==> src/cscan_disk_request_scheduler_core_assert.svh <==
// Assertion macros used by the scheduler core.
`ifndef CSCAN_DISK_REQUEST_SCHEDULER_CORE_ASSERT_SVH
`define CSCAN_DISK_REQUEST_SCHEDULER_CORE_ASSERT_SVH

// A condition that must hold at every clock edge outside reset.
`define CSCAN_ASSERT_ALWAYS(lbl, cond, msg) \
  lbl: assert property (@(posedge clk) disable iff (rst) (cond)) else $error(msg);

// A condition that, once seen, must be followed by another in the next cycle.
`define CSCAN_ASSERT_NEXT(lbl, ante, cons, msg) \
  lbl: assert property (@(posedge clk) disable iff (rst) (ante) |=> (cons)) else $error(msg);

`endif

==> src/cscan_pkg.sv <==
// Package with codes, default sizes and chain control types for the C-SCAN scheduler.
`default_nettype none
package cscan_pkg;

  // Default sizes.
  localparam int QUEUE_DEPTH_DEF = 16;
  localparam int TRACK_BITS_DEF  = 16;
  localparam int TRACK_FIELD_W   = 16;
  localparam int TAG_W           = 4;

  // Operation codes carried in the input selector.
  localparam logic OP_REQUEST = 1'b0;
  localparam logic OP_RELEASE = 1'b1;

  // Result kinds.
  localparam logic KIND_GRANT  = 1'b0;
  localparam logic KIND_REJECT = 1'b1;

  // Command to one sorted chain.
  typedef struct packed {
    logic ins;
    logic pop;
  } chain_cmd_t;

  // Status of one sorted chain.
  typedef struct packed {
    logic empty;
    logic full;
  } chain_stat_t;

endpackage
`default_nettype wire

==> src/cscan_disk_request_scheduler_core.sv <==
// C-SCAN disk head scheduler: two sorted cell chains and a capture/execute sequencer.
// Each accepted item is captured and then executed; the execute step waits while an
// earlier result beat is still held, and a result, if any, is registered as an output beat.
// The block takes no new item until the execute step of the last one is done; each
// chain inserts or pops an entry in the execute step. Reset: synchronous, active high;
// clears the state, head, phase, output valid and every cell's valid bit, so items are accepted once reset is released.
`default_nettype none
`include "cscan_disk_request_scheduler_core_assert.svh"
module cscan_disk_request_scheduler_core
  import cscan_pkg::*;
#(
  parameter int QUEUE_DEPTH = QUEUE_DEPTH_DEF,
  parameter int TRACK_BITS  = TRACK_BITS_DEF
) (
  input  wire logic        clk,
  input  wire logic        rst,
  input  wire logic        s_tvalid,
  output logic             s_tready,
  input  wire logic [23:0] s_tdata,   // track [15:0], requester [19:16], zero [23:20]
  input  wire logic        s_tuser,   // op
  output logic             m_tvalid,
  input  wire logic        m_tready,
  output logic [23:0]      m_tdata,   // granted_requester [3:0], granted_track [19:4], zero
  output logic             m_tuser    // kind
);

  localparam int TW = (TRACK_BITS < TRACK_FIELD_W) ? TRACK_BITS : TRACK_FIELD_W;

  typedef enum logic {
    ST_IDLE,
    ST_EXEC
  } state_t;

  state_t             state;
  logic               op_q;
  logic [TW-1:0]      trk_q;
  logic [TAG_W-1:0]   tag_q;
  logic               head_busy;
  logic               head_busy_next;
  logic [TW-1:0]      head_pos;
  logic [TW-1:0]      head_pos_next;
  logic               phase;
  logic               phase_next;
  logic               out_kind;
  logic [TAG_W-1:0]   out_tag;
  logic [TW-1:0]      out_trk;

  chain_cmd_t         cmd_a;
  chain_cmd_t         cmd_b;
  chain_stat_t        stat_a;
  chain_stat_t        stat_b;
  logic [TW-1:0]      front_trk_a;
  logic [TW-1:0]      front_trk_b;
  logic [TAG_W-1:0]   front_tag_a;
  logic [TAG_W-1:0]   front_tag_b;

  logic               step_go;
  logic               res_valid;
  logic               res_kind;
  logic [TAG_W-1:0]   res_tag;
  logic [TW-1:0]      res_trk;
  logic               to_a;
  logic               act_empty;
  logic               pop_a;

  // Two sorted queues; phase says which one holds the upper tracks.
  cscan_chain #(
    .DEPTH(QUEUE_DEPTH),
    .TW   (TW)
  ) u_chain_a (
    .clk      (clk),
    .rst      (rst),
    .cmd      (cmd_a),
    .new_trk  (trk_q),
    .new_tag  (tag_q),
    .stat     (stat_a),
    .front_trk(front_trk_a),
    .front_tag(front_tag_a)
  );

  cscan_chain #(
    .DEPTH(QUEUE_DEPTH),
    .TW   (TW)
  ) u_chain_b (
    .clk      (clk),
    .rst      (rst),
    .cmd      (cmd_b),
    .new_trk  (trk_q),
    .new_tag  (tag_q),
    .stat     (stat_b),
    .front_trk(front_trk_b),
    .front_tag(front_tag_b)
  );

  assign s_tready = (state == ST_IDLE);
  // The execute step waits while an earlier result beat is still held.
  assign step_go  = (state == ST_EXEC) && (!m_tvalid || m_tready);

  // Upper requests go to queue A in phase zero, to queue B in phase one.
  assign to_a      = ((trk_q >= head_pos) == (phase == 1'b0));
  assign act_empty = phase ? stat_b.empty : stat_a.empty;
  assign pop_a     = ((phase ^ act_empty) == 1'b0);

  // Scheduling decision for the captured item.
  always_comb begin
    cmd_a          = '0;
    cmd_b          = '0;
    head_busy_next = head_busy;
    head_pos_next  = head_pos;
    phase_next     = phase;
    res_valid      = 1'b0;
    res_kind       = KIND_GRANT;
    res_tag        = tag_q;
    res_trk        = trk_q;
    if (step_go) begin
      unique case (op_q)
        OP_REQUEST: begin
          if (!head_busy) begin
            head_busy_next = 1'b1;
            head_pos_next  = trk_q;
            res_valid      = 1'b1;
          end else if (to_a ? stat_a.full : stat_b.full) begin
            res_valid = 1'b1;
            res_kind  = KIND_REJECT;
          end else if (to_a) begin
            cmd_a.ins = 1'b1;
          end else begin
            cmd_b.ins = 1'b1;
          end
        end
        OP_RELEASE: begin
          if (stat_a.empty && stat_b.empty) begin
            head_busy_next = 1'b0;
          end else begin
            phase_next = phase ^ act_empty;
            res_valid  = 1'b1;
            if (pop_a) begin
              cmd_a.pop = 1'b1;
              res_tag   = front_tag_a;
              res_trk   = front_trk_a;
            end else begin
              cmd_b.pop = 1'b1;
              res_tag   = front_tag_b;
              res_trk   = front_trk_b;
            end
            head_pos_next = res_trk;
          end
        end
        default: begin
          head_busy_next = head_busy;
        end
      endcase
    end
  end

  // Sequencer, head state and output register.
  always_ff @(posedge clk) begin
    if (rst) begin
      state     <= ST_IDLE;
      head_busy <= 1'b0;
      head_pos  <= '0;
      phase     <= 1'b0;
      m_tvalid  <= 1'b0;
    end else begin
      head_busy <= head_busy_next;
      head_pos  <= head_pos_next;
      phase     <= phase_next;
      // A step with a result raises the beat; a taken beat is otherwise dropped.
      if (step_go && res_valid) begin
        m_tvalid <= 1'b1;
      end else if (m_tvalid && m_tready) begin
        m_tvalid <= 1'b0;
      end
      unique case (state)
        ST_IDLE: begin
          if (s_tvalid) begin
            state <= ST_EXEC;
          end
        end
        ST_EXEC: begin
          if (step_go) begin
            state <= ST_IDLE;
          end
        end
        default: begin
          state <= ST_IDLE;
        end
      endcase
    end
  end

  // Captured item and result payload.
  always_ff @(posedge clk) begin
    if (s_tvalid && s_tready) begin
      op_q  <= s_tuser;
      trk_q <= s_tdata[TW-1:0];
      tag_q <= s_tdata[TRACK_FIELD_W +: TAG_W];
    end
    if (step_go && res_valid) begin
      out_kind <= res_kind;
      out_tag  <= res_tag;
      out_trk  <= res_trk;
    end
  end

  assign m_tuser = out_kind;
  assign m_tdata = {4'b0000, TRACK_FIELD_W'(out_trk), out_tag};

  // An idle head leaves nobody waiting.
  `CSCAN_ASSERT_ALWAYS(a_idle_empty, head_busy || (stat_a.empty && stat_b.empty),
                       "idle head with waiters")
  // A queue is never asked to take an entry while it is full.
  `CSCAN_ASSERT_ALWAYS(a_ins_a_room, !(cmd_a.ins && stat_a.full), "insert into full queue A")
  `CSCAN_ASSERT_ALWAYS(a_ins_b_room, !(cmd_b.ins && stat_b.full), "insert into full queue B")
  // A grant always leaves the head busy.
  `CSCAN_ASSERT_NEXT(a_grant_busy, step_go && res_valid && (res_kind == KIND_GRANT),
                     head_busy, "grant without busy head")

endmodule
`default_nettype wire

==> src/cscan_cell.sv <==
// One cell of a sorted request chain: holds one entry and trades with its neighbours.
`default_nettype none
module cscan_cell
  import cscan_pkg::*;
#(
  parameter int TW = TRACK_BITS_DEF
) (
  input  wire logic             clk,
  input  wire logic             rst,
  input  wire chain_cmd_t       cmd,
  input  wire logic [TW-1:0]    new_trk,
  input  wire logic [TAG_W-1:0] new_tag,
  input  wire logic             left_valid,
  input  wire logic             left_gt,
  input  wire logic [TW-1:0]    left_trk,
  input  wire logic [TAG_W-1:0] left_tag,
  input  wire logic             right_valid,
  input  wire logic [TW-1:0]    right_trk,
  input  wire logic [TAG_W-1:0] right_tag,
  output logic                  valid,
  output logic                  gt,
  output logic [TW-1:0]         trk,
  output logic [TAG_W-1:0]      tag
);

  // The new entry goes after every entry with an equal or smaller track.
  assign gt = valid && (trk > new_trk);

  // Shift towards the back on insert, towards the front on pop.
  always_ff @(posedge clk) begin
    if (cmd.pop) begin
      trk <= right_trk;
      tag <= right_tag;
    end else if (cmd.ins) begin
      if (left_gt) begin
        trk <= left_trk;
        tag <= left_tag;
      end else if (gt || (!valid && left_valid)) begin
        trk <= new_trk;
        tag <= new_tag;
      end
    end
  end

  // Occupancy of the cell.
  always_ff @(posedge clk) begin
    if (rst) begin
      valid <= 1'b0;
    end else if (cmd.pop) begin
      valid <= right_valid;
    end else if (cmd.ins) begin
      if (left_gt || gt || (!valid && left_valid)) begin
        valid <= 1'b1;
      end
    end
  end

endmodule
`default_nettype wire

==> src/cscan_chain.sv <==
// Sorted queue built as a row of cells, front entry at cell zero.
`default_nettype none
module cscan_chain
  import cscan_pkg::*;
#(
  parameter int DEPTH = QUEUE_DEPTH_DEF,
  parameter int TW    = TRACK_BITS_DEF
) (
  input  wire logic             clk,
  input  wire logic             rst,
  input  wire chain_cmd_t       cmd,
  input  wire logic [TW-1:0]    new_trk,
  input  wire logic [TAG_W-1:0] new_tag,
  output chain_stat_t           stat,
  output logic [TW-1:0]         front_trk,
  output logic [TAG_W-1:0]      front_tag
);

  logic [DEPTH-1:0]   valid;
  logic [DEPTH-1:0]   gt;
  logic [TW-1:0]      trk [DEPTH];
  logic [TAG_W-1:0]   tag [DEPTH];

  // Row of cells; the ends see an always-valid left and an empty right.
  for (genvar i = 0; i < DEPTH; i++) begin : g_cell
    logic             lv;
    logic             lg;
    logic [TW-1:0]    lt;
    logic [TAG_W-1:0] lx;
    logic             rv;
    logic [TW-1:0]    rt;
    logic [TAG_W-1:0] rx;

    if (i == 0) begin : g_first
      assign lv = 1'b1;
      assign lg = 1'b0;
      assign lt = new_trk;
      assign lx = new_tag;
    end else begin : g_mid
      assign lv = valid[i-1];
      assign lg = gt[i-1];
      assign lt = trk[i-1];
      assign lx = tag[i-1];
    end

    if (i == DEPTH-1) begin : g_last
      assign rv = 1'b0;
      assign rt = trk[i];
      assign rx = tag[i];
    end else begin : g_inner
      assign rv = valid[i+1];
      assign rt = trk[i+1];
      assign rx = tag[i+1];
    end

    cscan_cell #(
      .TW(TW)
    ) u_cell (
      .clk        (clk),
      .rst        (rst),
      .cmd        (cmd),
      .new_trk    (new_trk),
      .new_tag    (new_tag),
      .left_valid (lv),
      .left_gt    (lg),
      .left_trk   (lt),
      .left_tag   (lx),
      .right_valid(rv),
      .right_trk  (rt),
      .right_tag  (rx),
      .valid      (valid[i]),
      .gt         (gt[i]),
      .trk        (trk[i]),
      .tag        (tag[i])
    );
  end

  // Valid cells always form an unbroken run from the front.
  assign stat.empty = !valid[0];
  assign stat.full  = valid[DEPTH-1];
  assign front_trk  = trk[0];
  assign front_tag  = tag[0];

endmodule
`default_nettype wire
==> config.mk <==
export PLATFORM = sky130hd
export DESIGN_NAME = cscan_disk_request_scheduler_core
export DESIGN_NICKNAME = d
export VERILOG_FILES = /design/src/cscan_pkg.sv /design/src/cscan_disk_request_scheduler_core.sv /design/src/cscan_cell.sv /design/src/cscan_chain.sv
export VERILOG_INCLUDE_DIRS = /design/src /design/src/src
export SDC_FILE = /design/constraint.sdc
export NUM_CORES = 2
export LEC_CHECK = 0
export ABC_AREA = 1
export ABC_CLOCK_PERIOD_IN_PS = 11140
export BUFFER_PORTS_ARGS = -buffer_cell sky130_fd_sc_hd__buf_4
export CORE_UTILIZATION = 60
export DETAILED_ROUTE_END_ITERATION = 8
export GPL_TIMING_DRIVEN = 0
export PLACE_DENSITY_LB_ADDON = 0.15
export SLEW_MARGIN = 20
export SYNTH_ARGS = -nofsm -noshare
export SYNTH_HDL_FRONTEND = slang
export SYNTH_HIERARCHICAL = 1
export SYNTH_SLANG_ARGS = --single-unit
==> constraint.sdc <==
create_clock -name clk -period 11.14 [get_ports clk]
set_clock_uncertainty 0.1 [all_clocks]
set_input_delay 2.228 -clock clk [delete_from_list [all_inputs] [get_ports clk]]
set_output_delay 2.228 -clock clk [all_outputs]
set_load 0.03 [all_outputs]
# Word level (Yosys, flattened, before mapping)
# Cells that the tools add are included.
word_totals:
  reg_bits: 734
  input_bits: 29
  output_inout_bits: 27
  word_cells: 852
op_classes:
  n_lt_le_gt_ge: 33
  eq_ne: 4
  muxes: 375
  bitwise: 9
  n_reduce_logical: 324
op_table:
  columns: ["operator", "count"]
  rows:
  - ["$mux 16", 128]
  - ["$gt 16x16->1", 32]
  - ["$mux 4", 126]
  - ["$reduce_and 2->1", 61]
  - ["$mux 1", 115]
  - ["$logic_or 1x1->1", 93]
  - ["$reduce_bool 3->1", 28]
  - ["$reduce_bool 2->1", 35]
  - ["$logic_and 1x1->1", 67]
  - ["$logic_not 1->1", 33]
  - ["$pmux 16 s2", 1]
  - ["$ge 16x16->1", 1]
  - ["$reduce_and 3->1", 4]
  - ["$not 1->1", 8]
  - ["$pmux 1 s2", 3]
  - ["$mux 2", 2]
  - ["$ne 2x2->1 const B", 2]
  - ["$reduce_or 2->1", 2]
  - ["$reduce_or 3->1", 1]
  - ["$ne 2x1->1 const B", 1]
  - ["$eq 1x1->1", 1]
  - ["$xor 1x1->1", 1]

# Logic depth before layout (Yosys ltp)
logic_depth:
  word_depth: 9
  ltp_mapped: 17
  mapped_depth_nobuf: 17

# By module
# Netlist, hierarchy kept.
by_module_without_submodules:
  columns: ["module", "instances", "cells_per_inst", "area_each_um2", "seq_area_each_um2"]
  rows:
  - ["cscan_cell at u_chain_a.g_cell[0].u_cell ...", 27, 194, 1510.2, 620.6]
  - ["cscan_cell at u_chain_b.g_cell[6].u_cell ...", 4, 195, 1514.0, 620.6]
  - ["cscan_disk_request_scheduler_core", 1, 353, 3238.1, 1661.6]
  - ["cscan_cell at u_chain_b.g_cell[5].u_cell", 1, 194, 1512.7, 620.6]
  - ["cscan_chain", 2, 4, 18.8, 0.0]

# Worst setup path after synthesis
# Ideal clock, no wire load.
synth_path:
  path_type: "input port to flip-flop"
  from: "in m_tready"
  to: "reg u_chain_a.g_cell[0].u_cell.tag[0] (enable)"
  setup_ps: 375
  arrival_ps: 4460
  required_ps: 10665
  path_slack_ps: 6205
  path_stages: 10
  path_buffers: 0
  cell_sequence: "inv_1 nand2_1 nand2_1 nor2_2 inv_2 nor3_4 inv_1 nand3_2 nand2_2 inv_1"
synth_rtl:
  columns: ["item", "line_no", "source"]
  rows:
  - ["start: declaration", "cscan_disk_request_scheduler_core.sv:22", "input wire logic m_tready,"]
  - ["end signal: assignment", "cscan_cell.sv:33", "tag <= right_tag;"]
  - ["end signal: assignment", "cscan_cell.sv:37", "tag <= left_tag;"]
  - ["end signal: assignment", "cscan_cell.sv:40", "tag <= new_tag;"]
  - ["end: declaration", "cscan_cell.sv:23", "output logic [TAG_W-1:0] tag"]

==> results.cfg <==
[place]
dpl-instance-area_um2 = 54670
pre_cts_slack_ns = 5.903
port_buffers = 47
dp_hpwl_um = 107200
gp_congestion = 0.8779
placedCellCount = 7847

[yosys]
ys_warn_count = 6
postSynthCellCount = 6571
syn_area_per_cell_um2 = 7.855
synth_area_um2 = 51610

[clock_network]
numCtsBuffers = 83
cts_root_buffer = clkbuf_16
clock_sinks = 734
cts.path.max_buffers = 3
cts_max_level = 3
path_clk_slew_ns = 0.06
cts-resized-gates = 0
cts_tree = done
cts_setup_buffers = 0
insertion_delay_ns = 0.65
cts_hold_buf = 0

[setup_path]
cp.required_ns = 11.30
critPathKind = reg -> reg
end_kind = flop
rrSetupSlack_ns = 6.38
critPathMaxFanout = 20
worst_ep_arrival_time_ns = 4.92
crit_path_start_kind = flop
r2r_start = trk_q[0]
r2r-end = u_chain_b/g_cell[12].u_cell/trk[8]
r2r_cells = 19

[floorplanning]
initial_core_util_pct = 60.62
core_area_um2 = 85150
dieHeight_um = 295.3
num_rows = 107
die_w_um = 295.3
die_area_um2 = 87200
pin_count = 56

[layout]
antenna_cells = 0
fin_util_pct = 67.32
layout-drive-gt1-share_pct = 9.250
final_cells = 7998
syn2layout_area_growth_pct = 11.06
final_design_area_no_fill_um2 = 57320
nets = 7345

[timing]
finalSetupViolations = 0
max_freq_mhz = 210.2
min_period_ns = 4.757
worst_slew_margin_rel_pct = 42.78
fin_tns_setup_ns = 0
finalHoldViolations = 0
setup_ws_ns = 6.383
tightestPinTransition_ns = 0.8574
rsz0062_at_grt = false
period_share_pct = 42.71
finalMaxSlewViolations = 0
fin_hold_ws_ns = 0.4231

[job]
cap_violations = 0

[min_path]
hold_path_end = head_busy
hold_path_class = reg -> reg
hold_depth = 2
min_from = head_busy

[power_and_ir_drop]
p_leak_nw = 26.57
p_total_mw = 6.479
ir_drop_v = 0.0001310
powerDensity_nw_per_um2 = 113.0

[run_status]
outcome = complete, no violations

[global_routing]
grt_pass1_wl_um = 219500
globalRoute.totalOverflow = 0
grtUsageTotal_pct = 31.09
grt_antenna_before_repair = 0
grt_pass1_vias = 43840
grt_max_degree = 35

[drt]
vias_per_cell = 5.637
postRouteWirelength_um = 137500
first_pass_iters = 6
via_count = 45082
ant_nets = 0
wl_per_cell_um = 17.19
drt_iter0_drc = 3573
drc = 0
## worst max path at each step
stage	from	end	cells after the start
6_report	trk_q[0]	u_chain_b/g_cell[12].u_cell/trk[8]	19
5_1_grt	trk_q[0]	u_chain_b/g_cell[15].u_cell/trk[3]	19
4_1_cts	trk_q[0]	u_chain_b/g_cell[15].u_cell/trk[3]	19
3_5_place_dp	m_tready	u_chain_b/g_cell[15].u_cell/tag[1]	11
3_3_place_gp	trk_q[9]	u_chain_b/g_cell[15].u_cell/tag[1]	11
2_1_floorplan	m_tready	u_chain_a/g_cell[0].u_cell/tag[0]	10
## area by class of cell
class / count / area [um2]
inverter: 900 / 3383
buffer: 275 / 1097
tap: 1144 / 1431
sequential: 734 / 21520
multi-input combinational: 4673 / 25670
clock buffer: 112 / 2330
timing repair buffer: 121 / 1567
fill: 7165 / 27830
clock inverter: 39 / 321.6
## critical path, stage by stage, from the launching register on
cell      delay, ns
edfxtp_1       0.86
buf_8          0.27
buf_8          0.20
inv_1          0.09
ha_1           0.29
nand2_1        0.06
nor2_1         0.04
nor2_1         0.08
nand2_1        0.05
nand2_1        0.05
nand2_1        0.04
nand2_1        0.11
nand2_1        0.09
nand2_1        0.10
nand2_1        0.07
nor3_2         0.65
buf_4          0.34
or2_2          0.15
nand2_2        0.07
inv_1          0.62
## power breakdown
| group | total, mW | internal, mW | switching (mW) |
|---|---|---|---|
| clock | 2.73 | 1.58 | 1.15 |
| combinational | 0.696 | 0.282 | 0.414 |
| sequential | 3.06 | 3.03 | 0.0250 |
## registers in the layout, summed over array words and instances, names as in the netlist, 4 cells and up
signal                         cells
out_trk                           16
u_chain_a/g_cell.u_cell/tag       64
u_chain_a/g_cell.u_cell/valid     16
out_tag                            4
u_chain_b/g_cell.u_cell/tag       64
trk_q                             16
u_chain_a/g_cell.u_cell/trk      256
u_chain_b/g_cell.u_cell/trk      256
tag_q                              4
head_pos                          16
u_chain_b/g_cell.u_cell/valid     16
## layer usage
layer  track usage [%]  wire length [um]
met2             52.94             65100
met5                 0                 0
met1             39.92             57590
met3             3.834              9293
met4             13.07              5542
## layout by cell type (no fill, tap or decap), types with 20 or more instances in the layout
cell type	n
clkinv_1	50
nand2_2	129
dfxtp_1	52
o21ai_0	35
clkbuf_1	215
ha_1	528
inv_1	794
clkbuf_16	86
nor2_1	805
nand4_1	33
nand2_1	1253
a21oi_1	1554
a22oi_1	20
inv_2	69
buf_1	62
buf_8	62
nor2_2	66
or2_2	32
a21o_1	32
o21bai_1	32
nand3_1	37
nand3_2	32
buf_4	56
edfxtp_1	682
a21oi_2	42
(Power assumes the default switching activity.)
